## src/sv/wide_multiply_add_round_macros.svh

```systemverilog
// assertion helpers, clock and reset taken from the enclosing module
`ifndef WIDE_MULTIPLY_ADD_ROUND_MACROS_SVH
`define WIDE_MULTIPLY_ADD_ROUND_MACROS_SVH

// same-cycle implication
`define WMAR_ASSERT_IMP(lbl, ante, cons) \
    lbl: assert property (@(posedge i_clk) disable iff (!i_rst_n) (ante) |-> (cons)) \
        else $error("wmar assertion failed");

// next-cycle implication
`define WMAR_ASSERT_NXT(lbl, ante, cons) \
    lbl: assert property (@(posedge i_clk) disable iff (!i_rst_n) (ante) |=> (cons)) \
        else $error("wmar assertion failed");

`endif

```

## src/sv/wmar_queue.sv

```systemverilog
`timescale 1ns / 1ps
module wmar_queue #(
    parameter int WIDTH = 8,
    parameter int DEPTH = 4
) (
    input  logic             i_clk,
    input  logic             i_rst_n,
    input  logic             i_push,
    input  logic [WIDTH-1:0] i_data,
    input  logic             i_pop,
    output logic             o_full,
    output logic             o_empty,
    output logic [WIDTH-1:0] o_data
);
    localparam int AW = (DEPTH > 1) ? $clog2(DEPTH) : 1;
    localparam int CW = $clog2(DEPTH + 1);
    localparam logic [AW-1:0] LastPtr = AW'(DEPTH - 1);

    logic [WIDTH-1:0] r_mem [DEPTH];
    logic [AW-1:0]    r_wr, r_rd, n_wr, n_rd;
    logic [CW-1:0]    r_cnt, n_cnt;
    logic             wr_en, rd_en;

    assign o_full  = (r_cnt == CW'(DEPTH));
    assign o_empty = (r_cnt == '0);
    assign o_data  = r_mem[r_rd];
    assign wr_en   = i_push && !o_full;
    assign rd_en   = i_pop && !o_empty;

    always_comb begin
        n_wr  = wr_en ? ((r_wr == LastPtr) ? '0 : r_wr + 1'b1) : r_wr;
        n_rd  = rd_en ? ((r_rd == LastPtr) ? '0 : r_rd + 1'b1) : r_rd;
        n_cnt = r_cnt + CW'(wr_en) - CW'(rd_en);
    end

    always_ff @(posedge i_clk) begin
        if (!i_rst_n) begin
            r_wr  <= '0;
            r_rd  <= '0;
            r_cnt <= '0;
        end else begin
            r_wr  <= n_wr;
            r_rd  <= n_rd;
            r_cnt <= n_cnt;
        end
    end

    always_ff @(posedge i_clk) begin
        if (wr_en) begin
            r_mem[r_wr] <= i_data;
        end
    end

endmodule

```

## config.mk

```make
export PLATFORM = sky130hd
export DESIGN_NAME = wmar_queue
export DESIGN_NICKNAME = d
export VERILOG_FILES = /design/src/sv/wide_multiply_add_round_macros.svh /design/src/sv/wmar_queue.sv
export SDC_FILE = /design/constraint.sdc
export NUM_CORES = 1
export LEC_CHECK = 0
export ABC_CLOCK_PERIOD_IN_PS = 2300
export BUFFER_PORTS_ARGS = -buffer_cell sky130_fd_sc_hd__buf_2
export CAP_MARGIN = 20
export CORE_UTILIZATION = 55
export CTS_BUF_LIST = sky130_fd_sc_hd__clkbuf_8
export CTS_CLUSTER_DIAMETER = 60
export CTS_CLUSTER_SIZE = 28
export DETAILED_ROUTE_END_ITERATION = 8
export GPL_TIMING_DRIVEN = 0
export HOLD_SLACK_MARGIN = 0.06
export PLACE_DENSITY = 0.77
export SETUP_SLACK_MARGIN = 0.3
export SLEW_MARGIN = 5
export SYNTH_ARGS = -nofsm -noshare
export SYNTH_HDL_FRONTEND = slang
export SYNTH_SLANG_ARGS = --single-unit
```

## constraint.sdc

```tcl
create_clock -name i_clk -period 2.3 [get_ports i_clk]
set_input_delay 0 -clock i_clk [delete_from_list [all_inputs] [get_ports i_clk]]
set_output_delay 0 -clock i_clk [all_outputs]
set_load 0.05 [all_outputs]
```

==> reports/qor.yml <==
critical_path:
  required_ps: 2490
  worstPathArrival_ps: 2270
  reg2reg_depth: 11
  r2r_start: "r_cnt[2]"
  crit_end: "r_cnt[2]"
  crit_top_cell: "xnor2_1"
  r2r_slack_ps: 220
  critical_path.top_delay_family: "adder cells"
  path_buf_inv: 3
  worstSetupStartpoint: "r_cnt[2]"
  cp_max_fo: 4
  criticalPathCategory: "reg2reg"
  crit_path_start_kind: "flop"
  path_depth: 11
  slowest_stage: "dfxtp_4"
  rr_endpoint: "r_cnt[2]"
  critical_path.max_stage_delay_ps: 370
  worstPathCellList: "nor3b_4 -> nor2b_2 -> buf_6 -> inv_2 -> ha_4 -> inv_1 -> ha_2 -> fa_2 -> xnor2_1 -> xnor2_1 -> and2_1"
  worst_setup_path_end_kind: "flop"
floorplanning:
  die_h_um: 56.9
  dieWidth_um: 56.9
  core_area_mm2: 0.00281
  rows: 19
  dieArea_mm2: 0.00324
  ioPinCount: 22
  initial_core_util: 0.591
power_and_ir_drop:
  p_int_mw: 1.55
  comb_power_share: 0.347
  p_seq_frac: 0.413
  total_power_mw: 2.37
  clkPwrFrac: 0.241
  ir_worst_vdd_v: 0.000764
  switchingPower_uw: 822
  p_leak_nw: 0.769
  p_sw_frac: 0.347
  power_density_mw_per_mm2: 1150
worst_hold_path:
  hold_path_class: "in2reg"
  min_from: "i_pop"
finish:
  fillers: 179
  drive_gt1_frac: 0.404
  fin_nets: 155
  final_common_cell: "edfxtp_1"
  area_growth_pct: 24.4
  antenna_cells: 0
  most-common-layout-cells: "32 x edfxtp_1, 22 x buf_2, 9 x dlygate4sd3_1, 8 x mux4_2"
grt:
  antenna_found_initial: 0
  grt_pass1_wl_um: 4220
  track_usage: 0.185
  grt_max_degree: 15
  grt_pass1_vias: 928
  overflow: 0
synth:
  synthArstFlopShare: 0
  ys_seq_area_frac: 0.688
  synth_ff_type: "edfxtp_1"
  syn_inst: 95
  ys_warn_count: 0
  syn-num-nets: 115
  ys_seq_elements: 41
  avgSynthCellArea_um2: 17.5
  syn_area_mm2: 0.00166
  synth-edff-count: 32
  ys_types: 21
status:
  status: "complete, but fails checks"
  violations: "design-rule violations"
detailed_routing:
  drt_iter0_drc: 24
  vias: 874
  ant_nets: 0
  first_pass_iters: 6
  drc: 4
  via_per_inst: 5.23
  routedWlPerCell_um: 15.7
  wirelength_um: 2630
timing:
  worstMarginPinSlew_ps: 487
  slew_violations: 0
  rsz0062_at_grt: "yes"
  finalSetupViolCount: 0
  fmax_mhz: 480
  fin_crit_sh: 0.905
  hold_viol: 0
  max_slew_margin: 0.675
  finalCriticalPeriod_ps: 2080
  skew_ps: 11.1
  timing.setup.tns_ps: 0
clock_tree:
  cts.sinks: 41
  cts_made_buffers: 5
  cts_root_buffer: "clkbuf_8"
  cts_tree: "done"
  clock_latency_ps: 290
  path_clk_slew_ps: 80
  clockBufferDepth: 2
  h-tree-depth: 2
flow_run:
  cap_violations: 0
placement:
  io_buffer_count: 21
  place_congestion: 0.717
  hpwl_um: 1720
-- cell families (layout without fill, tap and decap cells) --
kind of cell,count (synthesis),count (layout),share of synthesized area
AO/OA/AOI/OAI,3,3,0.0136
XOR/XNOR,2,2,0.0106
adder cells (fa/ha/maj),8,8,0.0649
buffers and inverters,11,52,0.0302
flip-flops,41,41,0.688
multiplexers,10,10,0.121
AND/OR/NAND/NOR,20,20,0.0724
-- registers in the layout (all words and copies together), names as in the netlist, named ones only --
register	cells
r_cnt	3
r_rd	2
r_wr	2
r_mem	32
-- routing by layer --
metal / up-vias / share of wire / track usage
met5: - / 0 / 0
met4: 0 / 0.015 / 0.0732
met3: 4 / 0.056 / 0.0714
met2: 21 / 0.53 / 0.303
met1: 423 / 0.40 / 0.223
li1: 426 / - / -
-- timing repair --
item | CTS | global route
resized for setup | 3 | 1
buffers inserted | 3 | 0
hold buffers | 9 | 0
endpoints found under the setup margin | 2 | 2
gates cloned | 0 | 0
pin swaps | 1 | 0
endpoints found under the hold margin | 34 | 0
-- worst min-delay path by stage --
stage	cells after the start	slack, ps	endpoint
floorplan	0	100	r_mem[0][0]
global placement	1	210	r_mem[1][6]
detailed placement	1	220	r_mem[2][6]
CTS	4	140	r_rd[0]
global route	4	150	flop
finish	4	140	flop
-- stage by stage --
step | std cells | hold WS (ps) | instance area, µm² | setup slack, ps | util
after floorplan | 95 | 98.9 | 1670 | 16.7 | -
after global placement | 147 | 211 | 1810 | 156 | 0.645
after detailed placement | 147 | 217 | 1810 | 126 | 0.645
after CTS | 167 | 136 | 2050 | 237 | 0.731
after global routing | 167 | 147 | 2060 | 114 | 0.736
final | 167 | 137 | 2060 | 219 | 0.736
-- power groups by stage --
stage,Clock [mW],Sequential (mW),Combinational [mW]
after global placement,0,0.980,0.754
after detailed placement,0,0.988,0.772
final,0.571,0.978,0.822
after global routing,0.616,0.988,0.891
after CTS,0.577,0.979,0.815
after floorplan,0,0.973,0.626
-- synthesized netlist by cell type (2+ instances only) --
| library cell | count | area share |
|---|---|---|
| and2_1 | 4 | 0.015 |
| and2_2 | 3 | 0.014 |
| clkbuf_1 | 2 | 0.0045 |
| dfxtp_1 | 9 | 0.11 |
| edfxtp_1 | 32 | 0.58 |
| ha_1 | 7 | 0.053 |
| inv_1 | 7 | 0.016 |
| mux2i_1 | 2 | 0.012 |
| mux4_2 | 8 | 0.11 |
| nand2_1 | 6 | 0.014 |
| nand3_1 | 2 | 0.0060 |
| nor2_1 | 2 | 0.0045 |
| o21ai_0 | 2 | 0.0060 |
| xnor2_1 | 2 | 0.011 |
-- worst reg2reg max path: cells and delay by family (launching register included) --
kind                     cells  cell delay (ps)
adder cells (fa/ha/maj)      3              740
flip-flops                   1              370
AND/OR/NAND/NOR              3              430
buffers and inverters        3              190
XOR/XNOR                     2              260
-- layout make-up --
| type | count | area (µm²) | share of cell area |
|---|---|---|---|
| multi-input combinational | 43 | 494 | 0.240 |
| clock inverter | 3 | 46.3 | 0.0224 |
| buffer | 4 | 23.8 | 0.0115 |
| tap | 31 | 38.8 | 0.0188 |
| inverter | 7 | 26.3 | 0.0127 |
| timing repair buffer | 33 | 218 | 0.106 |
| sequential | 41 | 1150 | 0.556 |
| clock buffer | 5 | 68.8 | 0.0334 |
Power figures use the tool's default switching activity.
