## src/sv/wide_multiply_add_round_macros.svh

```systemverilog
// assertion helpers, clock and reset taken from the enclosing module
`ifndef WIDE_MULTIPLY_ADD_ROUND_MACROS_SVH
`define WIDE_MULTIPLY_ADD_ROUND_MACROS_SVH

// same-cycle implication
`define WMAR_ASSERT_IMP(lbl, ante, cons) \
    lbl: assert property (@(posedge i_clk) disable iff (!i_rst_n) (ante) |-> (cons)) \
        else $error("wmar assertion failed");

// next-cycle implication
`define WMAR_ASSERT_NXT(lbl, ante, cons) \
    lbl: assert property (@(posedge i_clk) disable iff (!i_rst_n) (ante) |=> (cons)) \
        else $error("wmar assertion failed");

`endif

```

## src/sv/wmar_pkg.sv

```systemverilog
`timescale 1ns / 1ps
package wmar_pkg;

    localparam int SIG_MAX = 128;
    localparam int ACC_MAX = 256;
    localparam int X_W     = 388;
    localparam int SH_W    = 9;
    localparam int SCALE_W = 17;
    localparam int EXP_W   = 18;
    localparam int KEEP_W  = 7;
    localparam int MODE_W  = 3;
    localparam int DSH_W   = 10;

    localparam logic CMD_MUL = 1'b0;
    localparam logic CMD_ADD = 1'b1;

    localparam logic [MODE_W-1:0] RM_NEAREST = 3'd0;
    localparam logic [MODE_W-1:0] RM_CHOP    = 3'd1;
    localparam logic [MODE_W-1:0] RM_UP      = 3'd2;
    localparam logic [MODE_W-1:0] RM_DOWN    = 3'd3;
    localparam logic [MODE_W-1:0] RM_AWAY    = 3'd4;
    localparam logic [MODE_W-1:0] RM_ODD     = 3'd5;

    typedef struct packed {
        logic                       cmd;
        logic                       a_sign;
        logic [SIG_MAX-1:0]         a_sig;
        logic                       a_use;
        logic [SH_W-1:0]            a_sh;
        logic                       b_sign;
        logic [SIG_MAX-1:0]         b_sig;
        logic                       b_use;
        logic [SH_W-1:0]            b_sh;
        logic signed [SCALE_W-1:0]  scale;
        logic [KEEP_W-1:0]          keep;
        logic [MODE_W-1:0]          mode;
        logic                       range;
    } t_issue;

    typedef struct packed {
        logic                       cmd;
        logic                       a_sign;
        logic                       b_sign;
        logic                       neg;
        logic signed [SCALE_W-1:0]  scale;
        logic [KEEP_W-1:0]          keep;
        logic [MODE_W-1:0]          mode;
        logic                       range;
    } t_meta;

    typedef struct packed {
        logic                       sign;
        logic [SIG_MAX-1:0]         sig;
        logic signed [EXP_W-1:0]    exp;
        logic signed [1:0]          dir;
        logic                       range;
    } t_result;

    function automatic logic [4:0] msb_pos32(input logic [31:0] v);
        logic [4:0] pos;
        pos = '0;
        for (int i = 0; i < 32; i++) begin
            if (v[i]) begin
                pos = 5'(i);
            end
        end
        return pos;
    endfunction

endpackage

```

## src/sv/wmar_front.sv

```systemverilog
`timescale 1ns / 1ps
module wmar_front #(
    parameter int SIG_WIDTH = 128,
    parameter int ACC_WIDTH = 256
) (
    input  logic                 i_cmd,
    input  logic                 i_a_sign,
    input  logic [63:0]          i_a_sig_hi,
    input  logic [63:0]          i_a_sig_lo,
    input  logic signed [15:0]   i_a_exp,
    input  logic                 i_b_sign,
    input  logic [63:0]          i_b_sig_hi,
    input  logic [63:0]          i_b_sig_lo,
    input  logic signed [15:0]   i_b_exp,
    input  logic [6:0]           i_keep_bits,
    input  logic [2:0]           i_round_mode,
    output wmar_pkg::t_issue     o_item
);
    import wmar_pkg::*;

    localparam logic [SIG_MAX-1:0] SigMask  = {SIG_MAX{1'b1}} >> (SIG_MAX - SIG_WIDTH);
    localparam logic [KEEP_W-1:0]  KeepMax  = KEEP_W'(SIG_WIDTH - 1);
    localparam logic [SCALE_W-1:0] AccLimit = SCALE_W'(ACC_WIDTH);

    logic [SIG_MAX-1:0]        sa, sb;
    logic signed [SCALE_W-1:0] ea, eb, scale;
    logic [SCALE_W-1:0]        da, db;
    logic                      a_nz, b_nz, a_far, b_far;

    always_comb begin
        sa    = {i_a_sig_hi, i_a_sig_lo} & SigMask;
        sb    = {i_b_sig_hi, i_b_sig_lo} & SigMask;
        a_nz  = |sa;
        b_nz  = |sb;
        ea    = SCALE_W'(i_a_exp);
        eb    = SCALE_W'(i_b_exp);
        if (i_cmd == CMD_MUL) begin
            scale = ea + eb;
        end else begin
            scale = (ea < eb) ? ea : eb;
        end
        da    = ea - scale;
        db    = eb - scale;
        a_far = da > AccLimit;
        b_far = db > AccLimit;

        o_item.cmd    = i_cmd;
        o_item.a_sign = i_a_sign;
        o_item.a_sig  = sa;
        o_item.a_use  = a_nz && !a_far;
        o_item.a_sh   = da[SH_W-1:0];
        o_item.b_sign = i_b_sign;
        o_item.b_sig  = sb;
        o_item.b_use  = b_nz && !b_far;
        o_item.b_sh   = db[SH_W-1:0];
        o_item.scale  = scale;
        o_item.mode   = i_round_mode;
        o_item.range  = (i_cmd == CMD_ADD) && ((a_nz && a_far) || (b_nz && b_far));
        if (i_keep_bits == '0) begin
            o_item.keep = KEEP_W'(1);
        end else if (i_keep_bits > KeepMax) begin
            o_item.keep = KeepMax;
        end else begin
            o_item.keep = i_keep_bits;
        end
    end

endmodule

```

## config.mk

```make
export PLATFORM = sky130hd
export DESIGN_NAME = wmar_front
export DESIGN_NICKNAME = d
export VERILOG_FILES = /design/src/sv/wide_multiply_add_round_macros.svh /design/src/sv/wmar_pkg.sv /design/src/sv/wmar_front.sv
export SDC_FILE = /design/constraint.sdc
export NUM_CORES = 1
export LEC_CHECK = 0
export BUFFER_PORTS_ARGS = -buffer_cell sky130_fd_sc_hd__buf_2
export CORE_AREA = 5 5 233 235
export DETAILED_ROUTE_END_ITERATION = 12
export DIE_AREA = 0 0 238 240
export PLACE_DENSITY = 0.47
export RECOVER_POWER = 50
export SYNTH_ARGS = -nofsm -noshare
export SYNTH_HDL_FRONTEND = slang
export SYNTH_SLANG_ARGS = --single-unit
```

## constraint.sdc

```tcl
create_clock -name vclk -period 16.6
set_input_delay 0.83 -clock vclk [all_inputs]
set_output_delay 0.83 -clock vclk [all_outputs]
set_load 0.01 [all_outputs]
```

==> flow_summary_export.csv <==
group,metric,value,unit
power_and_ir_drop,p_sw_share,64.0,%
synth,postSynthAreaPerCell,6.80,sq um
timing,max-slew-margin-rel,27.9,%
worst_setup_path,timing.critical_path.arrival,7330,ps
min_path,timing.hold.worst_path_depth,0,
min_path,hold-path-endpoint,"o_item[166]",
power_and_ir_drop,internal_power,0.000171,W
cells_and_area,mostFrequentLayoutCells,"sky130_fd_sc_hd__buf_2 (450), sky130_fd_sc_hd__clkbuf_1 (148), sky130_fd_sc_hd__nor4_1 (78)",
routing,remaining_drc_errors,0,
power_and_ir_drop,power_frac_seq,0,%
worst_setup_path,worstPathMaxFanout,16,
cells_and_area,register_area,0,sq um
timing,worst-slew-pin-transition,1070,ps
min_path,worstHoldStart,"i_b_sign",
worst_setup_path,worst_setup_path_start_kind,"input port",
power_and_ir_drop,power-per-cell-area,55.4,nW/um^2
synth,netlist_area_before_placement,7000,sq um
worst_setup_path,slowest_delay,650,ps
global_routing,grt_util_all_layers,17.9,%
timing,period_needed,8160,ps
worst_setup_path,worstPathRequired,15770,ps
routing,detail_route.iter0.violations,778,
floorplanning,num_io_pins,608,
cells_and_area,area.growth.synth_to_final,22.7,%
floorplanning,dieArea,57100,sq um
synth,synth.yosys.seq_area_share,0,%
floorplanning,initial_utilization,13.5,%
global_routing,first_global_vias,8811,
synth,cell_count_after_synthesis,1030,
worst_setup_path,worst_setup_path_end_kind,"primary output",
floorplanning,fp.dieH,240,um
synth,number_of_nets_produced_by_synthesis,1384,
global_routing,grt_start_max_net_pins,71,
floorplanning,fp.dieW,238,um
cts,hold_buf_count_cts,0,
global_routing,grt_first_pass_wirelength,73300,um
power_and_ir_drop,power_frac_comb,100.0,%
timing,finalSetupTns,0,ps
timing,max_clock_freq,0.123,GHz
synth,distinct_cell_type_count_after_synthesis,87,
timing,setup_viol_count_final,0,
timing,post-route-worst-setup-slack,8440,ps
cts,cts.repair.resized,0,
timing,period_share,49.1,%
global_routing,grt_remaining_overflow,0,
routing,routed_wire_length_per_instance,28.0,um
routing,via_count,9227,
power_and_ir_drop,p_switching,0.000304,W
global_routing,antenna_found_initial,19,
placed_design,place_congestion,1.06,
floorplanning,core_box_area,52000,sq um
run_status,outcome,"complete, no violations",
power_and_ir_drop,totalPowerFinal,0.000475,W
min_path,worstHoldPathType,"in2out",
timing,hold_viol_final,0,
power_and_ir_drop,vdd_drop_max,0.0360,mV
synth,ys.warnings.count,0,
timing,timing_max_transition_violations_final,0,
job,timing.max_cap.violations,0,
placed_design,numPortBuffers,598,
routing,ant_nets,0,
cells_and_area,final_common_cell,"sky130_fd_sc_hd__buf_2",
power_and_ir_drop,cellLeakagePower,3.90,nW
routing,route.detailed.vias_per_inst,4.56,
cells_and_area,clock_buffer_count,0,
routing,postRouteWirelength,56700,um
floorplanning,placement_rows,84,
cells_and_area,fraction_of_final_layout_cells_sized_beyond_drive_strength_1,36.7,%
cells_and_area,post-route-util,16.5,%
placed_design,dpl_worst_slack,8430,ps
power_and_ir_drop,share_clk_of_total_power,0,%
worst_setup_path,crit_top_cell,"sky130_fd_sc_hd__inv_1",
cells_and_area,nFlopsAndLatches,0,
worst_setup_path,critical_path_class,"in2out",
placed_design,place_hpwl,50700,um
worst_setup_path,critical_path_slowest_stage_cell,"sky130_fd_sc_hd__ha_1",
timing,grt_setup_unrepaired,"false",
cells_and_area,nNetsFinal,1684,
cts,cts_setup_buffers,0,
routing,drtPass1Iterations,6,
## routing by layer
layer / share of wire (%) / track usage [%] / vias to the layer above
li1: - / - / 4099
met1: 38 / 21.5 / 4444
met2: 47 / 30.1 / 583
met3: 11 / 7.33 / 79
met4: 2.8 / 3.97 / 22
met5: 0.26 / 0 / -
## synthesized netlist by cell type, types with 8 or more instances
library cell               number  area [sq um]
sky130_fd_sc_hd__a211o_1        8          70.1
sky130_fd_sc_hd__a211oi_1      10          75.1
sky130_fd_sc_hd__a21o_1        12          90.1
sky130_fd_sc_hd__a21oi_1       67           335
sky130_fd_sc_hd__a31oi_1       12          75.1
sky130_fd_sc_hd__buf_4        263          1970
sky130_fd_sc_hd__clkbuf_1      29           109
sky130_fd_sc_hd__ha_1          52           651
sky130_fd_sc_hd__inv_1         63           236
sky130_fd_sc_hd__mux2i_1        8          80.1
sky130_fd_sc_hd__nand2_1       60           225
sky130_fd_sc_hd__nand2b_1      12          75.1
sky130_fd_sc_hd__nand3_1       16          80.1
sky130_fd_sc_hd__nand4_1       24           150
sky130_fd_sc_hd__nor2_1        50           188
sky130_fd_sc_hd__nor2b_1       10          62.6
sky130_fd_sc_hd__nor3_1        19          95.1
sky130_fd_sc_hd__nor4_1        78           488
sky130_fd_sc_hd__o211ai_1      15           113
sky130_fd_sc_hd__o21ai_0       28           140
sky130_fd_sc_hd__or2_2          9          56.3
sky130_fd_sc_hd__xnor2_1       32           280
sky130_fd_sc_hd__xor2_1         9          78.8
## stage by stage
stage                     hold WS (ps)  area, sq um  instances
final                             1660         8590       2023
after detailed placement          1660         8760       2016
after global routing              1660         8580       2019
after global placement            1660         8760       2016
after floorplan                   1750         7000       1030
after CTS                         1660         8760       2016
## power groups by stage
stage,combinational [W],sequential [W],clock [W]
2_1_floorplan,0.000304,0,0
3_3_place_gp,0.000475,0,0
3_5_place_dp,0.000473,0,0
4_1_cts,0.000476,0,0
5_1_grt,0.000511,0,0.0000000000243
6_report,0.000475,0,0.0000000000511
## final cells by class
class | instances | area (sq um)
Antenna cell | 7 | 17.5
Multi-Input combinational cell | 661 | 4630
Tap cell | 688 | 861
Timing Repair Buffer | 603 | 2850
Inverter | 64 | 240
Fill cell | 6117 | 43400
## worst max-delay path by stage
stage / from / to / slack, ps / cells after the start
6_report: i_b_exp[15] / o_item[37] / 8440 / 26
5_1_grt: i_b_exp[15] / o_item[37] / 8060 / 26
4_1_cts: i_b_exp[15] / o_item[37] / 8400 / 26
3_5_place_dp: i_b_exp[15] / o_item[37] / 8430 / 26
3_3_place_gp: i_b_exp[15] / o_item[37] / 8480 / 26
2_1_floorplan: i_b_exp[7] / o_item[37] / 9540 / 28
## cell families after synthesis
kind of cell / Yosys count / share of synthesized area, %
AO/OA/AOI/OAI: 246 / 25.2
XOR/XNOR: 43 / 5.77
adder cells (fa/ha/maj): 57 / 10.2
buffers and inverters: 369 / 34.1
multiplexers: 8 / 1.14
AND/OR/NAND/NOR: 307 / 23.7
## critical path: cells and delay by family
| family | cells | cell delay [ps] |
|---|---|---|
| AO/OA/AOI/OAI | 8 | 2230 |
| adder cells (fa/ha/maj) | 4 | 1670 |
| buffers and inverters | 5 | 480 |
| AND/OR/NAND/NOR | 9 | 2090 |
No activity file was read; power rests on OpenSTA's default activity.
